[config.mk]
export PLATFORM = sky130hd
export DESIGN_NAME = bbrf_bank
export DESIGN_NICKNAME = d
export VERILOG_FILES = /design/src/rtl/core/bbrf_pkg.sv /design/src/rtl/core/bbrf_bank.sv
export SDC_FILE = /design/constraint.sdc
export NUM_CORES = 2
export LEC_CHECK = 0
export ABC_AREA = 0
export BUFFER_PORTS_ARGS = -buffer_cell sky130_fd_sc_hd__buf_2
export CAP_MARGIN = 10
export CELL_PAD_IN_SITES_DETAIL_PLACEMENT = 1
export CELL_PAD_IN_SITES_GLOBAL_PLACEMENT = 1
export CORE_ASPECT_RATIO = 1.25
export CORE_MARGIN = 1.5
export CORE_UTILIZATION = 30
export DETAILED_ROUTE_END_ITERATION = 8
export PLACE_DENSITY_LB_ADDON = 0.1
export SYNTH_ARGS = -nofsm -noshare
export SYNTH_HDL_FRONTEND = slang
export SYNTH_SLANG_ARGS = --single-unit
[constraint.sdc]
create_clock -name clk -period 4.6 [get_ports clk]
set_input_delay 0.23 -clock clk [delete_from_list [all_inputs] [get_ports clk]]
set_output_delay 0.23 -clock clk [all_outputs]
set_load 0.1 [all_outputs]
[src/rtl/core/bbrf_pkg.sv]
package bbrf_pkg;

  // Default sizes of the ring and of the widest burst.
  localparam int DEPTH_DEFAULT     = 256;
  localparam int MAX_BURST_DEFAULT = 8;

  // Byte lanes on the data ports.
  localparam int LANES = 8;

  // Configuration register map.
  localparam int           REG_BUFFER_SIZE   = 0;
  localparam logic [8:0]   BUFFER_SIZE_RESET = 9'd256;

  // Request kinds.
  typedef enum logic [2:0] {
    ACT_WRITE   = 3'd0,
    ACT_READ    = 3'd1,
    ACT_PEEK    = 3'd2,
    ACT_DISCARD = 3'd3,
    ACT_CLEAR   = 3'd4
  } act_t;

  // Result codes.
  typedef enum logic [1:0] {
    ST_OK      = 2'd0,
    ST_FULL    = 2'd1,
    ST_TOO_FEW = 2'd2
  } stat_t;

  // Registered result handed from the control to the data assembly.
  typedef struct packed {
    logic             strobe;
    stat_t            status;
    logic [7:0]       fill_level;
    logic [7:0]       free_space;
    logic [7:0]       max_fill;
    logic [LANES-1:0] lane_mask;
  } result_t;

endpackage

[src/rtl/core/bbrf_bank.sv]
module bbrf_bank #(
  parameter int DEPTH = bbrf_pkg::DEPTH_DEFAULT
) (
  input  logic                     clk,
  input  logic                     we,
  input  logic [$clog2(DEPTH)-1:0] waddr,
  input  logic [7:0]               wdata,
  input  logic [$clog2(DEPTH)-1:0] raddr,
  output logic [7:0]               rdata
);

  logic [7:0] mem [DEPTH];

  // One write port and one registered read port.
  always_ff @(posedge clk) begin
    if (we) begin
      mem[waddr] <= wdata;
    end
    rdata <= mem[raddr];
  end

endmodule

* Yosys cells after proc, flatten, opt, wreduce, memory -nomap -nowiden
Memories as Yosys holds them, arrays and structs flattened. A register that Yosys moved wholly into a read port is not among the register bits.
Index checks and enable logic that the tools add are counted.
** Storage, ports and cells
- Bits in registers :: 0
- Word-level logic and storage cells :: 3
- Memory bits (writable) :: 2048
- Bits in latches :: 0
- Output and inout bits :: 8
- Memories kept :: 1
- Bits in read-only memories :: 0
- Bits of input ports :: 26
** Memory list
- mem :: words 256, width 8, rd ports 1, clocked after Yosys merged registers in 1, write ports 1, RTL line bbrf_bank.sv:12 : logic [7:0] mem [DEPTH];
** Cells by class
- Equal/unequal tests :: 0
- Reductions and logical operators :: 0
- Magnitude comparators :: 0
- Shifts and indexed selects :: 0
- Divide/modulo/power cells :: 0
- Add/subtract/negate cells :: 0
- $mul :: 0
- Bitwise logic cells :: 0
- Muxes and demuxes :: 2
** Operators with widths (count)
- two-way mux 1 bit :: 2

* Logic depth before layout (Yosys ltp)
- Depth after elaboration :: 2
- Mapped depth :: 11
- Mapped depth without buffers :: 6

* Least setup slack after synthesis
No wires, ideal clock.
- Path kind :: input to register
- Start point :: in raddr[0]
- End point :: reg rdata[2], read port of mem
- Path slack :: 2.432 ns
- Arrival time :: 2.037 ns
- Data required time :: 4.469 ns
- Setup time :: 0.131 ns
- Buffers on the path :: 4
- Cell stages on the path :: 9
- Cell sequence :: buf_6 buf_12 buf_8 buf_2 mux4_2 a22oi_1 a21oi_1 nor4_1 nor4_2
** RTL lines
- start: declaration :: RTL line bbrf_bank.sv:8 : input logic [$clog2(DEPTH)-1:0] raddr,
- end: declaration :: RTL line bbrf_bank.sv:9 : output logic [7:0] rdata

==> results.json <==
{
  "start_kind": "register",
  "initialDrtViolationCount": 3192,
  "clkLatencyLatePin_ps": 910,
  "min_period_over_period_pct": 70.3,
  "num_rows": 211,
  "hold_path.class": "in -> reg",
  "drt_pass1_iterations": 5,
  "detailed_place_hpwl_um": 155000,
  "leakage_nw": 27.9,
  "multi_input_area_um2": 16600,
  "io_buffers": 33,
  "vias": 38192,
  "n_fill_cell": 25776,
  "drv_cap": 0,
  "fmaxAchievable_mhz": 309,
  "synthCells": 3733,
  "seq_area_um2": 61700,
  "ys_ff_latch": 2056,
  "crit_path_end_kind": "register",
  "io_pins": 34,
  "ir_drop_v": 0.000279,
  "final_cell_mix": "edfxtp_1 (2048), mux4_2 (454), nor2_1 (279)",
  "wire_per_inst_um": 32.0,
  "setup-tns-final_ps": 0,
  "routabilityCongestion": 0.748,
  "vias_per_cell": 4.99,
  "nets": 3993,
  "hold_ws_ps": 115,
  "final_cells": 7657,
  "finalHoldViolCount": 0,
  "synth_cell_types": 55,
  "die_y_um": 579,
  "preCtsSetupSlack_ps": 452,
  "synth-edff-count": 2048,
  "die-area_um2": 268000,
  "grt_pass1_vias": 41420,
  "cp.arrival_ps": 3930,
  "total_power_mw": 40.2,
  "htree_levels": 4,
  "clk_pin_slew_ps": 60,
  "crit_fanout": 2,
  "detail-route-antenna-nets": 0,
  "post_cts.repair.setup_buffers": 0,
  "tritoncts": "done",
  "track_usage_pct": 18.1,
  "finalWorstSetupSlack_ps": 1370,
  "layout-drive-gt1-share_pct": 24.6,
  "post_cts_resized": 0,
  "rsz0062_at_grt": "false",
  "wirelength_um": 245000,
  "period_minus_slack_ps": 3230,
  "yosysSeqAreaShare_pct": 77.5,
  "hold_buffers": 8,
  "grt_max_degree": 151,
  "grt_pass1_wl_um": 343000,
  "tightest_slew_ps": 1220,
  "worstSetupPathType": "reg -> reg",
  "root_buffer": "clkbuf_16",
  "skew_ps": 66.6,
  "dieWidth_um": 464,
  "powerDensity_nw_per_um2": 438,
  "dp_cells": 7248,
  "initial_utilization_pct": 30.1,
  "status": "completed",
  "final_common_cell": "edfxtp_1",
  "synthesis.nets": 3759,
  "cts_buffer_depth": 4,
  "cts_made_buffers": 223,
  "antenna_found_initial": 21,
  "synthArstFlopShare_pct": 0,
  "yosys_warnings": 0,
  "syn_to_final_growth_pct": 15.3,
  "max_slew_margin_pct": 17.9,
  "cts_sinks": 2056,
  "crit_required_ps": 5290,
  "maxSlewViolCount": 0,
  "core_area_um2": 264000,
  "drc": 0,
  "grt_overflow": 0,
  "synthFlopType": "edfxtp_1",
  "synth_area_um2": 79600,
  "syn_area_per_cell_um2": 21.3,
  "setup_viol": 0
}
-- through the flow --
step / instance area (um^2) / util, %
after global routing: 91700 / 34.7
final: 91700 / 34.7
after global placement: 84700 / 32.1
after floorplan: 79600 / -
after CTS: 91700 / 34.7
after detailed placement: 84800 / 32.1
-- sequential cells by signal, indices dropped and copies added, names as in the netlist --
name / cells
mem: 2048
rdata: 8
-- logic make-up after synthesis --
family	share of synthesized area (%)
AND/OR/NAND/NOR	2.63
multiplexers	14.6
AO/OA/AOI/OAI	3.42
flip-flops	77.5
buffers and inverters	1.83
-- Yosys cell counts, types with 2 or more instances --
library cell,count,share of area (%)
a2111oi_0,2,0.022
a2111oi_1,2,0.025
a211oi_1,16,0.15
a21oi_1,96,0.60
a221oi_1,13,0.14
a22o_1,8,0.088
a22oi_1,133,1.3
a311oi_1,2,0.022
a31oi_1,2,0.016
and2_1,6,0.047
and3b_1,2,0.022
buf_1,22,0.10
buf_12,8,0.20
buf_2,31,0.20
buf_4,27,0.25
buf_6,21,0.30
buf_8,13,0.25
clkbuf_1,111,0.52
dfxtp_1,8,0.20
edfxtp_1,2048,77
mux2i_1,134,1.7
mux4_1,2,0.066
mux4_2,454,13
nand2_1,33,0.16
nand2b_1,8,0.063
nand3_1,34,0.21
nand3b_1,2,0.019
nand4_1,10,0.079
nor2_1,282,1.3
nor2b_1,31,0.24
nor3_1,22,0.14
nor4_1,24,0.19
nor4_2,3,0.047
o211ai_1,10,0.094
o21ai_0,10,0.063
o21ai_1,2,0.013
o221ai_1,46,0.51
o22a_1,5,0.055
o22ai_1,28,0.22
o32ai_1,4,0.044
or2_2,4,0.031
-- layout make-up --
cell class / instances / area share [%]
repair buffers: 242 / 2.38
diodes: 5 / 0.0136
flip-flops and latches: 2056 / 67.2
well taps: 3514 / 4.79
inverters: 2 / 0.00818
clock inverters: 111 / 1.07
clock buffers: 285 / 6.41
multi-input cells: 1442 / 18.1
-- power breakdown --
part	switching (mW)	internal, mW	leakage, nW
clock network	7.47	9.86	3.34
logic	1.45	0.671	6.13
registers	0.0529	20.7	18.5
-- critical path: stages, from the launching register on --
cell and delay [ps]:
edfxtp_1 360, mux4_2 540, o311ai_0 630, o22ai_1 360, nor4_1 1090, nor4_2 80
-- worst paths after layout --
kind	start	to	slack, ps	cells after the start
max	mem[234][6]	rdata[6]	1370	5
min	waddr[1]	mem[199][6]	120	4
max reg2reg	mem[234][6]	rdata[6]	1370	5
min reg2reg	mem[190][4]	rdata[4]	1120	5
-- per-layer routing --
layer | GRT usage, % | part of all wire [%] | routed length [um]
met1 | 23.2 | 42 | 102000
met3 | 2.13 | 3.4 | 8230
met2 | 33.1 | 53 | 131000
met5 | 0 | 0.011 | 27
met4 | 3.38 | 1.6 | 4030
Note: power is estimated with default switching activity, not from simulation.
