### src/rtl/core/bbrf_pkg.sv
package bbrf_pkg;

  // Default sizes of the ring and of the widest burst.
  localparam int DEPTH_DEFAULT     = 256;
  localparam int MAX_BURST_DEFAULT = 8;

  // Byte lanes on the data ports.
  localparam int LANES = 8;

  // Configuration register map.
  localparam int           REG_BUFFER_SIZE   = 0;
  localparam logic [8:0]   BUFFER_SIZE_RESET = 9'd256;

  // Request kinds.
  typedef enum logic [2:0] {
    ACT_WRITE   = 3'd0,
    ACT_READ    = 3'd1,
    ACT_PEEK    = 3'd2,
    ACT_DISCARD = 3'd3,
    ACT_CLEAR   = 3'd4
  } act_t;

  // Result codes.
  typedef enum logic [1:0] {
    ST_OK      = 2'd0,
    ST_FULL    = 2'd1,
    ST_TOO_FEW = 2'd2
  } stat_t;

  // Registered result handed from the control to the data assembly.
  typedef struct packed {
    logic             strobe;
    stat_t            status;
    logic [7:0]       fill_level;
    logic [7:0]       free_space;
    logic [7:0]       max_fill;
    logic [LANES-1:0] lane_mask;
  } result_t;

endpackage

### src/rtl/core/bbrf_ctrl.sv
module bbrf_ctrl #(
  parameter int  DEPTH     = bbrf_pkg::DEPTH_DEFAULT,
  parameter int  MAX_BURST = bbrf_pkg::MAX_BURST_DEFAULT,
  localparam int IW        = $clog2(DEPTH),
  localparam int QW        = (MAX_BURST > 1) ? $clog2(MAX_BURST) : 1
) (
  input  logic                clk,
  input  logic                rst,
  input  logic                accept,
  input  logic [2:0]          action,
  input  logic [3:0]          length,
  input  logic [63:0]         write_data,
  input  logic                cfg_wr,
  input  logic [8:0]          buffer_size,
  output logic                bank_we    [MAX_BURST],
  output logic [IW-1:0]       bank_waddr [MAX_BURST],
  output logic [7:0]          bank_wdata [MAX_BURST],
  output logic [IW-1:0]       bank_raddr [MAX_BURST],
  output bbrf_pkg::result_t   res,
  output logic [QW-1:0]       res_seq
);

  localparam int SW = $clog2(DEPTH + 1);

  // Ring pointers, bank phase of each pointer and the high-water mark.
  logic [IW-1:0] rd_idx, rd_idx_next;
  logic [IW-1:0] wr_idx, wr_idx_next;
  logic [QW-1:0] rd_seq, rd_seq_next;
  logic [QW-1:0] wr_seq, wr_seq_next;
  logic [7:0]    hw, hw_next;

  logic [SW-1:0]     rsize;
  logic [SW-1:0]     fill_cur, free_cur, fill_new, free_new;
  logic [3:0]        len_sat;
  logic              wr_ok, rd_ok;
  logic [31:0]       bs_ext, size_ext;
  bbrf_pkg::result_t res_next;

  // Ring offset with wrap at the ring size; a lane far past the end is parked at zero.
  function automatic logic [IW-1:0] ring_add(logic [IW-1:0] base, logic [3:0] off,
                                             logic [SW-1:0] sz);
    logic [31:0] sum;
    logic [31:0] sz32;
    sum  = 32'(base) + 32'(off);
    sz32 = 32'(sz);
    if (sum >= sz32) begin
      sum = sum - sz32;
    end
    if (sum >= sz32) begin
      sum = 32'd0;
    end
    return IW'(sum);
  endfunction

  // Burst lane served by a bank, given the bank phase of the pointer.
  function automatic logic [3:0] lane_of(int b, logic [QW-1:0] seq);
    logic [3:0] t;
    t = 4'(b) + 4'(MAX_BURST) - 4'(seq);
    if (t >= 4'(MAX_BURST)) begin
      t = t - 4'(MAX_BURST);
    end
    return t;
  endfunction

  // Bank phase advanced by a burst length.
  function automatic logic [QW-1:0] seq_add(logic [QW-1:0] seq, logic [3:0] len);
    logic [3:0] t;
    t = 4'(seq) + len;
    if (t >= 4'(MAX_BURST)) begin
      t = t - 4'(MAX_BURST);
    end
    return QW'(t);
  endfunction

  function automatic logic [7:0] sat8(logic [31:0] v);
    return (v > 32'd255) ? 8'd255 : v[7:0];
  endfunction

  // Ring size in force, limited to two up to the depth.
  always_comb begin
    bs_ext = 32'(buffer_size);
    if (bs_ext < 32'd2) begin
      size_ext = 32'd2;
    end else if (bs_ext > 32'(DEPTH)) begin
      size_ext = 32'(DEPTH);
    end else begin
      size_ext = bs_ext;
    end
    rsize = SW'(size_ext);
  end

  // Occupancy before the request and the checks on the burst length.
  always_comb begin
    if (wr_idx >= rd_idx) begin
      fill_cur = SW'(wr_idx) - SW'(rd_idx);
    end else begin
      fill_cur = rsize - SW'(rd_idx) + SW'(wr_idx);
    end
    free_cur = rsize - SW'(1) - fill_cur;
    len_sat  = (length > 4'(MAX_BURST)) ? 4'(MAX_BURST) : length;
    wr_ok    = 32'(len_sat) <= 32'(free_cur);
    rd_ok    = 32'(len_sat) <= 32'(fill_cur);
  end

  // Pointer updates and the result of the request.
  always_comb begin
    rd_idx_next = rd_idx;
    wr_idx_next = wr_idx;
    rd_seq_next = rd_seq;
    wr_seq_next = wr_seq;
    hw_next     = hw;
    fill_new    = fill_cur;
    res_next    = '0;
    res_next.status = bbrf_pkg::ST_OK;

    if (cfg_wr) begin
      rd_idx_next = '0;
      wr_idx_next = '0;
      rd_seq_next = '0;
      wr_seq_next = '0;
    end else if (accept) begin
      case (action)
        bbrf_pkg::ACT_WRITE: begin
          if (!wr_ok) begin
            res_next.status = bbrf_pkg::ST_FULL;
          end else begin
            wr_idx_next = ring_add(wr_idx, len_sat, rsize);
            wr_seq_next = seq_add(wr_seq, len_sat);
            fill_new    = fill_cur + SW'(len_sat);
            if (sat8(32'(fill_new)) > hw) begin
              hw_next = sat8(32'(fill_new));
            end
          end
        end
        bbrf_pkg::ACT_READ, bbrf_pkg::ACT_PEEK, bbrf_pkg::ACT_DISCARD: begin
          if (!rd_ok) begin
            res_next.status = bbrf_pkg::ST_TOO_FEW;
          end else begin
            if (action != bbrf_pkg::ACT_PEEK) begin
              rd_idx_next = ring_add(rd_idx, len_sat, rsize);
              rd_seq_next = seq_add(rd_seq, len_sat);
              fill_new    = fill_cur - SW'(len_sat);
            end
            if (action != bbrf_pkg::ACT_DISCARD) begin
              res_next.lane_mask = 8'((9'd1 << len_sat) - 9'd1);
            end
          end
        end
        bbrf_pkg::ACT_CLEAR: begin
          rd_idx_next = '0;
          wr_idx_next = '0;
          rd_seq_next = '0;
          wr_seq_next = '0;
          fill_new    = '0;
        end
        default: begin
        end
      endcase
    end

    free_new            = rsize - SW'(1) - fill_new;
    res_next.strobe     = accept;
    res_next.fill_level = sat8(32'(fill_new));
    res_next.free_space = sat8(32'(free_new));
    res_next.max_fill   = hw_next;
  end

  // Bank addressing: each bank serves the burst lane that falls on its phase.
  for (genvar b = 0; b < MAX_BURST; b++) begin : g_bank_addr
    logic [3:0] wl, rl;
    always_comb begin
      wl            = lane_of(b, wr_seq);
      rl            = lane_of(b, rd_seq);
      bank_we[b]    = accept && !cfg_wr && (action == bbrf_pkg::ACT_WRITE) && wr_ok &&
                      (wl < len_sat);
      bank_waddr[b] = ring_add(wr_idx, wl, rsize);
      bank_wdata[b] = write_data[{wl[2:0], 3'b000} +: 8];
      bank_raddr[b] = ring_add(rd_idx, rl, rsize);
    end
  end

  // Control state.
  always_ff @(posedge clk) begin
    if (rst) begin
      rd_idx     <= '0;
      wr_idx     <= '0;
      rd_seq     <= '0;
      wr_seq     <= '0;
      hw         <= '0;
      res.strobe <= 1'b0;
    end else begin
      rd_idx <= rd_idx_next;
      wr_idx <= wr_idx_next;
      rd_seq <= rd_seq_next;
      wr_seq <= wr_seq_next;
      hw     <= hw_next;
      res    <= res_next;
    end
  end

  // Bank phase of the read pointer, registered alongside the bank read data.
  always_ff @(posedge clk) begin
    res_seq <= rd_seq;
  end

  // The ring never holds more than its usable capacity.
  assert property (@(posedge clk) disable iff (rst) 32'(fill_cur) < 32'(rsize))
    else $error("ring occupancy reached the ring size");

  // A refused write leaves the write pointer and the mark alone.
  assert property (@(posedge clk) disable iff (rst)
    (accept && !cfg_wr && action == bbrf_pkg::ACT_WRITE && !wr_ok)
      |=> ($stable(wr_idx) && $stable(hw)))
    else $error("refused write changed state");

  // A peek does not move the read pointer.
  assert property (@(posedge clk) disable iff (rst)
    (accept && !cfg_wr && action == bbrf_pkg::ACT_PEEK) |=> $stable(rd_idx))
    else $error("peek moved the read pointer");

  // Exactly one result beat follows each accepted request.
  assert property (@(posedge clk) disable iff (rst) accept |=> res.strobe)
    else $error("accepted request gave no result");
  assert property (@(posedge clk) disable iff (rst) !accept |=> !res.strobe)
    else $error("result without a request");

  // The high-water mark never falls.
  assert property (@(posedge clk) disable iff (rst) 1'b1 |=> hw >= $past(hw))
    else $error("high-water mark fell");

endmodule
### config.mk
export PLATFORM = sky130hd
export DESIGN_NAME = bbrf_ctrl
export DESIGN_NICKNAME = d
export VERILOG_FILES = /design/src/rtl/core/bbrf_pkg.sv /design/src/rtl/core/bbrf_ctrl.sv
export SDC_FILE = /design/constraint.sdc
export NUM_CORES = 1
export LEC_CHECK = 0
export CAP_MARGIN = 10
export CELL_PAD_IN_SITES_DETAIL_PLACEMENT = 1
export CELL_PAD_IN_SITES_GLOBAL_PLACEMENT = 1
export CORE_ASPECT_RATIO = 2
export CORE_MARGIN = 2
export CORE_UTILIZATION = 39
export DETAILED_ROUTE_END_ITERATION = 7
export DONT_BUFFER_PORTS = 1
export PLACE_DENSITY_LB_ADDON = 0.1
export SETUP_SLACK_MARGIN = 0.02
export SLEW_MARGIN = 20
export SYNTH_ARGS = -nofsm -noshare
export SYNTH_HDL_FRONTEND = slang
export SYNTH_SLANG_ARGS = --single-unit
export TNS_END_PERCENT = 20
### constraint.sdc
create_clock -name clk -period 11.1 [get_ports clk]
set_input_delay 0.555 -clock clk [delete_from_list [all_inputs] [get_ports clk]]
set_output_delay 0.555 -clock clk [all_outputs]
set_load 0.005 [all_outputs]
After elaboration in Yosys (flattened, before gate mapping):

Index checks and enable logic that the tools add are counted.

* add/subtract/negate cells: 81
* $lt $le $gt $ge: 72
* equality and inequality tests: 9
* shifts and indexed selects: 9
* mux-type cells: 92
* bitwise gates (word level): 4
* reduce and logical (&&, ||, !) cells: 21

Operators by type and width (count)
* $mux W32: 27
* $ge A32 B9 Y1: 18
* $shiftx A64 B7 Y8: 8
* $mux W8: 27
* $sub A9 B9 Y10: 18
* $add A8 B4 Y9: 18
* $ge A9 B9 Y1: 18
* $ge A4 B4 Y1 const B: 18
* $mux W9: 8
* $mux W4: 17
* $sub A4 B3 Y4 const A: 16
* $sub A4 B4 Y4 const B: 16
* $lt A4 B4 Y1: 8
* $pmux W8 S2: 2
* $gt A9 B8 Y1 const B: 3
* $pmux W9 S3: 1
* $le A4 B9 Y1: 2
* $sub A9 B9 Y9: 2
* $mux W3: 5
* $pmux W3 S2: 2
* $logic_and A1 B1 Y1: 11
* $add A9 B4 Y9: 1
* $add A9 B8 Y9: 1
* $gt A9 B9 Y1 const B: 1
* 29 further kinds: 40

* bits in registers: 68
* input port bits: 84
* output and inout bits: 238
* logic and storage cells: 300

Longest topological paths before layout:

Gate-level depths: netlist (run 1).

* depth after elaboration: 16
* mapped depth: 38
* depth with buffers taken out: 36

Worst setup path after synthesis (run 1):

OpenSTA, ideal clock, no wires.

* path type: input to register
* from: in buffer_size[8]
* to: reg res[19] in the netlist's numbering, data pin
* library setup time: 0.271 ns
* arrival: 9.284 ns
* required time: 10.829 ns
* path slack: 1.545 ns
* stages: 36
* buffers on the path: 3
* cell sequence: clkbuf_1 > inv_1 > clkbuf_1 > nand2_1 > fa_1 > inv_1 > ha_1 > nor2b_1 > o21a_1 > or3_1 > and2_1 > a21o_1 > inv_1 > ha_1 > nor2b_1 > nor3_1 > o31a_1 > o211a_1 > xnor2_2 > or3_1 > buf_6 > o21ai_2 > a221o_1 > ha_1 > inv_1 > fa_1 > a21oi_1 > nor2_1 > nor2_1 > o21bai_1 > a21oi_1 > o21bai_1 > a21oi_1 > xor2_1 > xnor2_2 > o21ai_1

* longest elaborated chain between the ends: 14
* elaborated cells on any way between the ends: 21
* classes of those cells: 7 x add/sub; 5 x order compare; 9 x mux

RTL lines
* start: declaration: RTL line bbrf_ctrl.sv:14 `input logic [8:0] buffer_size,`
* $gt A9 B9 Y1: RTL line bbrf_ctrl.sv:84 `end else if (bs_ext > 32'(DEPTH)) begin`
* $mux W9: RTL line bbrf_ctrl.sv:84
* $mux W9 (*): RTL line bbrf_ctrl.sv:82 `if (bs_ext < 32'd2) begin`
* $sub A9 B8 Y9: RTL line bbrf_ctrl.sv:97 `fill_cur = rsize - SW'(rd_idx) + SW'(wr_idx);`
* $add A9 B8 Y9: RTL line bbrf_ctrl.sv:97
* $mux W9: RTL line bbrf_ctrl.sv:94 `if (wr_idx >= rd_idx) begin`
* $sub A9 B9 Y9 or $sub A9 B4 Y9 (tied branches): RTL line bbrf_ctrl.sv:99, bbrf_ctrl.sv:142
* $le A4 B9 Y1 or $mux W9 (tied branches): RTL line bbrf_ctrl.sv:101, bbrf_ctrl.sv:139
* $mux W9, on equally long branches: RTL line bbrf_ctrl.sv:124, bbrf_ctrl.sv:136
* $pmux W9 S3: RTL line bbrf_ctrl.sv:122 `case (action)`
* $mux W9: RTL line bbrf_ctrl.sv:121 `end else if (accept) begin`
* $mux W9 (*): RTL line bbrf_ctrl.sv:116 `if (cfg_wr) begin`
* via fill_new[0]: RTL line bbrf_ctrl.sv:33 `logic [SW-1:0] fill_cur, free_cur, fill_new, free_new;`
* $sub A9 B9 Y9 (*): RTL line bbrf_ctrl.sv:161 `free_new = rsize - SW'(1) - fill_new;`
* $gt A9 B8 Y1: RTL line bbrf_ctrl.sv:76 `return (v > 32'd255) ? 8'd255 : v[7:0];`
* end signal: assignment: RTL line bbrf_ctrl.sv:197 `res <= res_next;`
* end: declaration: RTL line bbrf_ctrl.sv:19 `output bbrf_pkg::result_t res,`

The timed path passes the listed nets; every way through them passes the cells marked *.
A chain may end at the register's enable or synchronous reset.

==> results of run 1 <==
[final timing paths]
check	slack, ns	endpoint	startpoint	cells past startpoint
setup / recovery	2.05	bank_waddr[22]	wr_seq[2]	29
hold / removal	0.27	res[34]	rst	1
setup reg to reg	2.44	res[19]	rd_idx[1]	33
hold reg to reg	0.54	rd_idx[6]	rd_idx[6]	1
[cell families after synthesis]
logic type / after synthesis
other cells: 1
xor+xnor: 244
compound gates: 824
buf+inv: 290
simple gates: 984
flops: 68
fa+ha+maj: 474
mux: 110
[stage by stage]
stage	power, uW	utilization	setup WS, ns	instances
floorplan	1203	-	1.545	3007
global placement	1499	0.4102	2.039	3719
detailed placement	1535	0.4102	1.842	3719
CTS	1877	0.4157	1.965	3735
global route	2017	0.4157	1.340	3735
finish	1862	0.4157	2.051	3735
[worst max-delay path: cells and delay by family (launching register included)]
| kind | cells | cell delay [ns] |
|---|---|---|
| simple gates | 6 | 0.79 |
| buf+inv | 5 | 1.43 |
| fa+ha+maj | 4 | 1.99 |
| xor+xnor | 1 | 0.17 |
| compound gates | 13 | 3.39 |
| flops | 1 | 0.31 |
[area by class of cell]
type / count / area [sq um] / area share
Multi-Input combinational cell: 2649 / 20420 / 0.8355
Timing Repair Buffer: 40 / 300.3 / 0.01229
Tap cell: 768 / 960.9 / 0.03931
Inverter: 194 / 728.2 / 0.02979
Clock buffer: 9 / 225.2 / 0.009214
Clock inverter: 7 / 98.84 / 0.004044
Sequential cell: 68 / 1707 / 0.06982
[power by group through the flow]
stage                     clock network, uW  registers, uW  logic (uW)
final                                   328            305        1230
after global routing                    342            307        1370
after CTS                               337            306        1230
after detailed placement                  0            310        1220
after global placement                    0            311        1190
after floorplan                           0            306         897
[cell usage in the layout (no fill, tap or decap), types with 14 or more instances in the layout]
master	instances
ha_1	437
nand2_1	344
a21oi_1	250
nor2_1	232
a21o_1	199
inv_1	187
xnor2_1	183
o21ai_0	172
nor2b_1	128
nand2b_1	70
mux4_2	64
xor2_1	57
buf_4	40
nand4_1	39
a211oi_1	36
fa_1	36
edfxtp_1	34
dfxtp_1	32
o21a_1	31
nor3_1	30
mux2_2	27
and2_1	25
o21bai_1	20
and3_1	19
nand3_1	19
mux2i_1	18
a211o_1	16
and4b_1	14
[state kept, by name, indices dropped and copies added (netlist names)]
name     cells
res         35
hw           8
rd_idx       8
wr_idx       8
rd_seq       3
res_seq      3
wr_seq       3
[metal layers]
layer  GRT usage  routed length, um  up-vias  share of wire
met4      0.1245               4191        0          0.046
li1            -                  -    10642              -
met5           0                  0        -              0
met3     0.04085               3778      190          0.041
met1      0.2923              32710    11175           0.36
met2      0.5911              50730      584           0.55
==> results.toml, run 1 <==
[clock_tree]
hold_buffers = 0
cts_tree = "built"
cts_made_buffers = 9
cts_resized = 0
cts_sinks = 68
cts.clk_slew.worst_paths_ns = 0.06
cts.repair_timing.setup_buffer_count = 0
clockBufferDepth = 2
htreeDepth = 3
clockRootBuffer = "clkbuf_16"
clkLatencyLatePin_ns = 0.37

[cells_and_area]
fin_nets = 3520
num-fill-cells = 7247
fin_area_sq_um = 24440
drive_above_1_share = 0.06303
areaGrowthSynthToFinish_pct = 5.543
antenna_cells = 0

[yosys]
synth_common_cells = "ha_1 (438), nand2_1 (350), a21oi_1 (250)"
synth_fa_ha_area_frac = 0.2677
syn-instance-count = 2995
synth_cell_type_count = 82
synth_top_family_by_area = "adder cells"
synth_simple_gate_area_frac = 0.2059
ys_async_sr_fraction = 0
syn_avg_cell_area_sq_um = 7.733
synthMuxAreaShare = 0.08379
yosysMostFrequentCell = "ha_1"
synth_compound_area_frac = 0.2280
synthTopCellsByArea = "ha_1 (24%), xnor2_1 (7.0%), a21o_1 (6.5%)"
ys_seq_elements = 68
synth_area_sq_um = 23160
yosysTopAreaCellShare = 0.2366
synth-edff-count = 34
synth_xor_xnor_area_share = 0.09292
synth-seq-area-share = 0.07347
yosys_warnings = 0
synthFlopType = "edfxtp_1"
yosysTopAreaCell = "ha_1"

[global_routing]
grt-ovfl-total = 0
grt_usage = 0.2939
grt_pass1_vias = 24362
grt_pass1_wl_mm = 140.4
grt_max_degree = 54
antenna_found_initial = 0

[worst_setup_path]
cpPeakStageDelay_ns = 0.75
path_class = "reg2out"
critPathArrivalTime_ns = 8.49
start_kind = "flop"
crit_slowest_cell = "clkinv_1"
crit_path_frequent_cell = "a21o_1"
critPathRequiredTime_ns = 10.55
critPathCaptureType = "output pin"
cp_max_fo = 24

[run]
drv_cap = 0

[routing]
num_vias = 22591
drc = 0
drt-vias-per-instance = 6.048
initialDrtViolationCount = 606
first_pass_iters = 5
wl_per_cell_um = 24.47
routed_wl_mm = 91.41
ant_nets = 0

[outcome]
outcome = "finished clean"

[sta]
max_slew.worst_pin.slew_ns = 1.010
final.min_clock_period_ns = 9.049
finalMaxSlewViolations = 0
hold_violations = 0
period_share = 0.8152
whs_ns = 0.2650
grt_setup_unrepaired = "false"
max_freq_mhz = 110.5
finClkSkew_ns = 0.01301
relSlewSlack = 0.3217
setup_tns_ns = 0
setup_viol = 0

[placement]
dpl.hpwl_mm = 74.66
placed_area_sq_um = 24120
portBuffers = 0
place.gp.congestion = 0.9042

[power]
ir_worst_vdd_mv = 0.08436
leakagePower_uw = 0.01169
sw_frac_of_total = 0.4751
combPwrFrac = 0.660
p_int_uw = 977.3
cellPowerDensity_nw_per_um2 = 76.18
p_seq_frac = 0.164
clkPwrFrac = 0.176
power.switching_uw = 884.7

[die]
dieHeight_um = 348.6
dieArea_sq_um = 61470
die_w_um = 176.3
io_pins = 322
core_area_sq_um = 58800
rows = 126
start_util = 0.3938

[min_path]
hp-class = "in2reg"
Note: power is estimated with default switching activity, not from simulation.
==> inputs of run 2 (changes only) <==
- clock period: 11.1 -> 8 ns (I/O delays scaled with it)
==> results.toml, run 2 (synthesis gave the netlist of run 1 again) <==
[clock_tree]
cts_sinks = 68
cts_tree = "built"
cts_made_buffers = 9
clockBufferDepth = 2
cts.clk_slew.worst_paths_ns = 0.07
clkLatencyLatePin_ns = 0.35
clockRootBuffer = "clkbuf_16"
htreeDepth = 3
hold_buffers = 0
cts.repair_timing.setup_buffer_count = 0
cts_resized = 0

[routing]
routed_wl_mm = 90.80
ant_nets = 0
first_pass_iters = 5
drt-vias-per-instance = 5.968
num_vias = 22750
initialDrtViolationCount = 757
drc = 0
wl_per_cell_um = 23.82

[global_routing]
grt-ovfl-total = 0
antenna_found_initial = 0
grt_pass1_vias = 24565
grt_pass1_wl_mm = 139.3
grt_usage = 0.2907
grt_max_degree = 62

[sta]
fin_ws_ns = 0.3761
max_slew.worst_pin.slew_ns = 1.012
finalMaxSlewViolations = 0
whs_ns = 0.1041
grt_setup_unrepaired = "true"
period_share = 0.9530
relSlewSlack = 0.3256
final.min_clock_period_ns = 7.624
setup_tns_ns = 0
finClkSkew_ns = 0.007761
hold_violations = 0
max_freq_mhz = 131.2
setup_viol = 0

[power]
cellPowerDensity_nw_per_um2 = 102.9
sw_frac_of_total = 0.4697
p_seq_frac = 0.164
power.switching_uw = 1210
p_int_uw = 1367
ir_worst_vdd_mv = 0.1993
total_power_uw = 2577
leakagePower_uw = 0.01207
clkPwrFrac = 0.162
combPwrFrac = 0.674

[cells_and_area]
fin_nets = 3597
regMostFlops = "res"
multi_input_area_sq_um = 20450
antenna_cells = 0
num-fill-cells = 7287
register_area_sq_um = 1708
areaGrowthSynthToFinish_pct = 8.114
drive_above_1_share = 0.08903
final_common_cell = "ha_1"
final_cell_mix = "ha_1 (437), nand2_1 (342), a21oi_1 (249)"
largest_reg_flops = 35

[worst_setup_path]
worst_r2r_endpoint = "res[19]"
critPathCaptureType = "output pin"
cp_max_fo = 18
crit_path_frequent_cell = "a21o_1"
path_class = "reg2out"
rr_startpoint = "wr_idx[1]"
start_kind = "flop"
crit_slowest_cell = "fa_1"
critPathRequiredTime_ns = 7.60
critPathArrivalTime_ns = 7.22
path_buf_inv = 3
cpPeakStageDelay_ns = 0.70
worst_path_dominant_cell_family = "compound AO/OA/AOI/OAI gates"
timing.reg2reg.setup_slack_ns = 0.62
reg2reg_depth = 31

[run]
drv_cap = 0

[die]
dieHeight_um = 348.6
start_util = 0.3938
io_pins = 322
dieArea_sq_um = 61470
rows = 126
core_area_sq_um = 58800
die_w_um = 176.3

[outcome]
outcome = "finished clean"

[min_path]
min-delay-start = "rst"
min_path_cells = 1
hp-class = "in2reg"
min_to = "res[34]"

[placement]
pre_cts_ws_ns = 0.1570
place.gp.congestion = 0.8886
dpl.hpwl_mm = 74.41
portBuffers = 0
## run 2: cell count changes in the layout (fill, tap and decap cells not counted), moves of 3 or more
cell / change
o21ai_0: -3
buf_4: +75
o21ai_1: +3
clkinv_4: -3
## run 2: per-layer routing
layer | GRT usage | up-vias | share of wire
met4 | 0.1376 | 0 | 0.052
met1 | 0.2906 | 11219 | 0.36
met5 | 0 | - | 0
met3 | 0.03922 | 195 | 0.041
li1 | - | 10783 | -
met2 | 0.5766 | 553 | 0.54
## run 2: worst register-to-register path: cells and delay by family, from the launching register on
| family | cells | cell delay (ns) |
|---|---|---|
| and+or+nand+nor | 8 | 1.42 |
| buffers and inverters | 3 | 0.51 |
| adders and majority gates | 5 | 1.93 |
| xor gates and xnor gates | 3 | 0.63 |
| AOI/OAI and AO/OA | 12 | 2.32 |
| DFF | 1 | 0.31 |
## run 2: per-stage QoR
| step | cell area, sq um | std cells | util |
|---|---|---|---|
| detailed placement | 24710 | 3796 | 0.4202 |
| global route | 25040 | 3812 | 0.4258 |
| floorplan | 23220 | 3007 | - |
| global placement | 24710 | 3796 | 0.4202 |
| CTS | 25010 | 3812 | 0.4253 |
| finish | 25040 | 3812 | 0.4258 |
## run 2: how the worst max path moves through the flow
stage	startpoint	end	slack (ns)	cells past startpoint
final	rd_seq[0]	bank_raddr[46]	0.38	28
after global placement	buffer_size[4]	res[19]	0.42	32
after global routing	rd_seq[0]	bank_raddr[46]	-0.002	28
after detailed placement	buffer_size[4]	res[19]	0.16	33
after floorplan	wr_seq[1]	bank_waddr[10]	-0.22	37
after CTS	rd_idx[1]	bank_raddr[46]	0.19	27
## run 2: power groups by stage
| stage | combinational, uW | sequential (uW) | clock, uW |
|---|---|---|---|
| 6_report | 1740 | 423 | 418 |
| 5_1_grt | 1940 | 427 | 437 |
| 4_1_cts | 1740 | 425 | 427 |
| 3_5_place_dp | 1730 | 431 | 0 |
| 3_3_place_gp | 1670 | 432 | 0 |
| 2_1_floorplan | 1240 | 425 | 0 |
## run 2: final cells by class
class / instances / area share
inverter: 194 / 0.02908
clock buffer: 9 / 0.008995
multi-input combinational: 2649 / 0.8167
clock inverter: 7 / 0.002898
timing repair buffer: 117 / 0.03573
tap: 768 / 0.03838
sequential: 68 / 0.06821
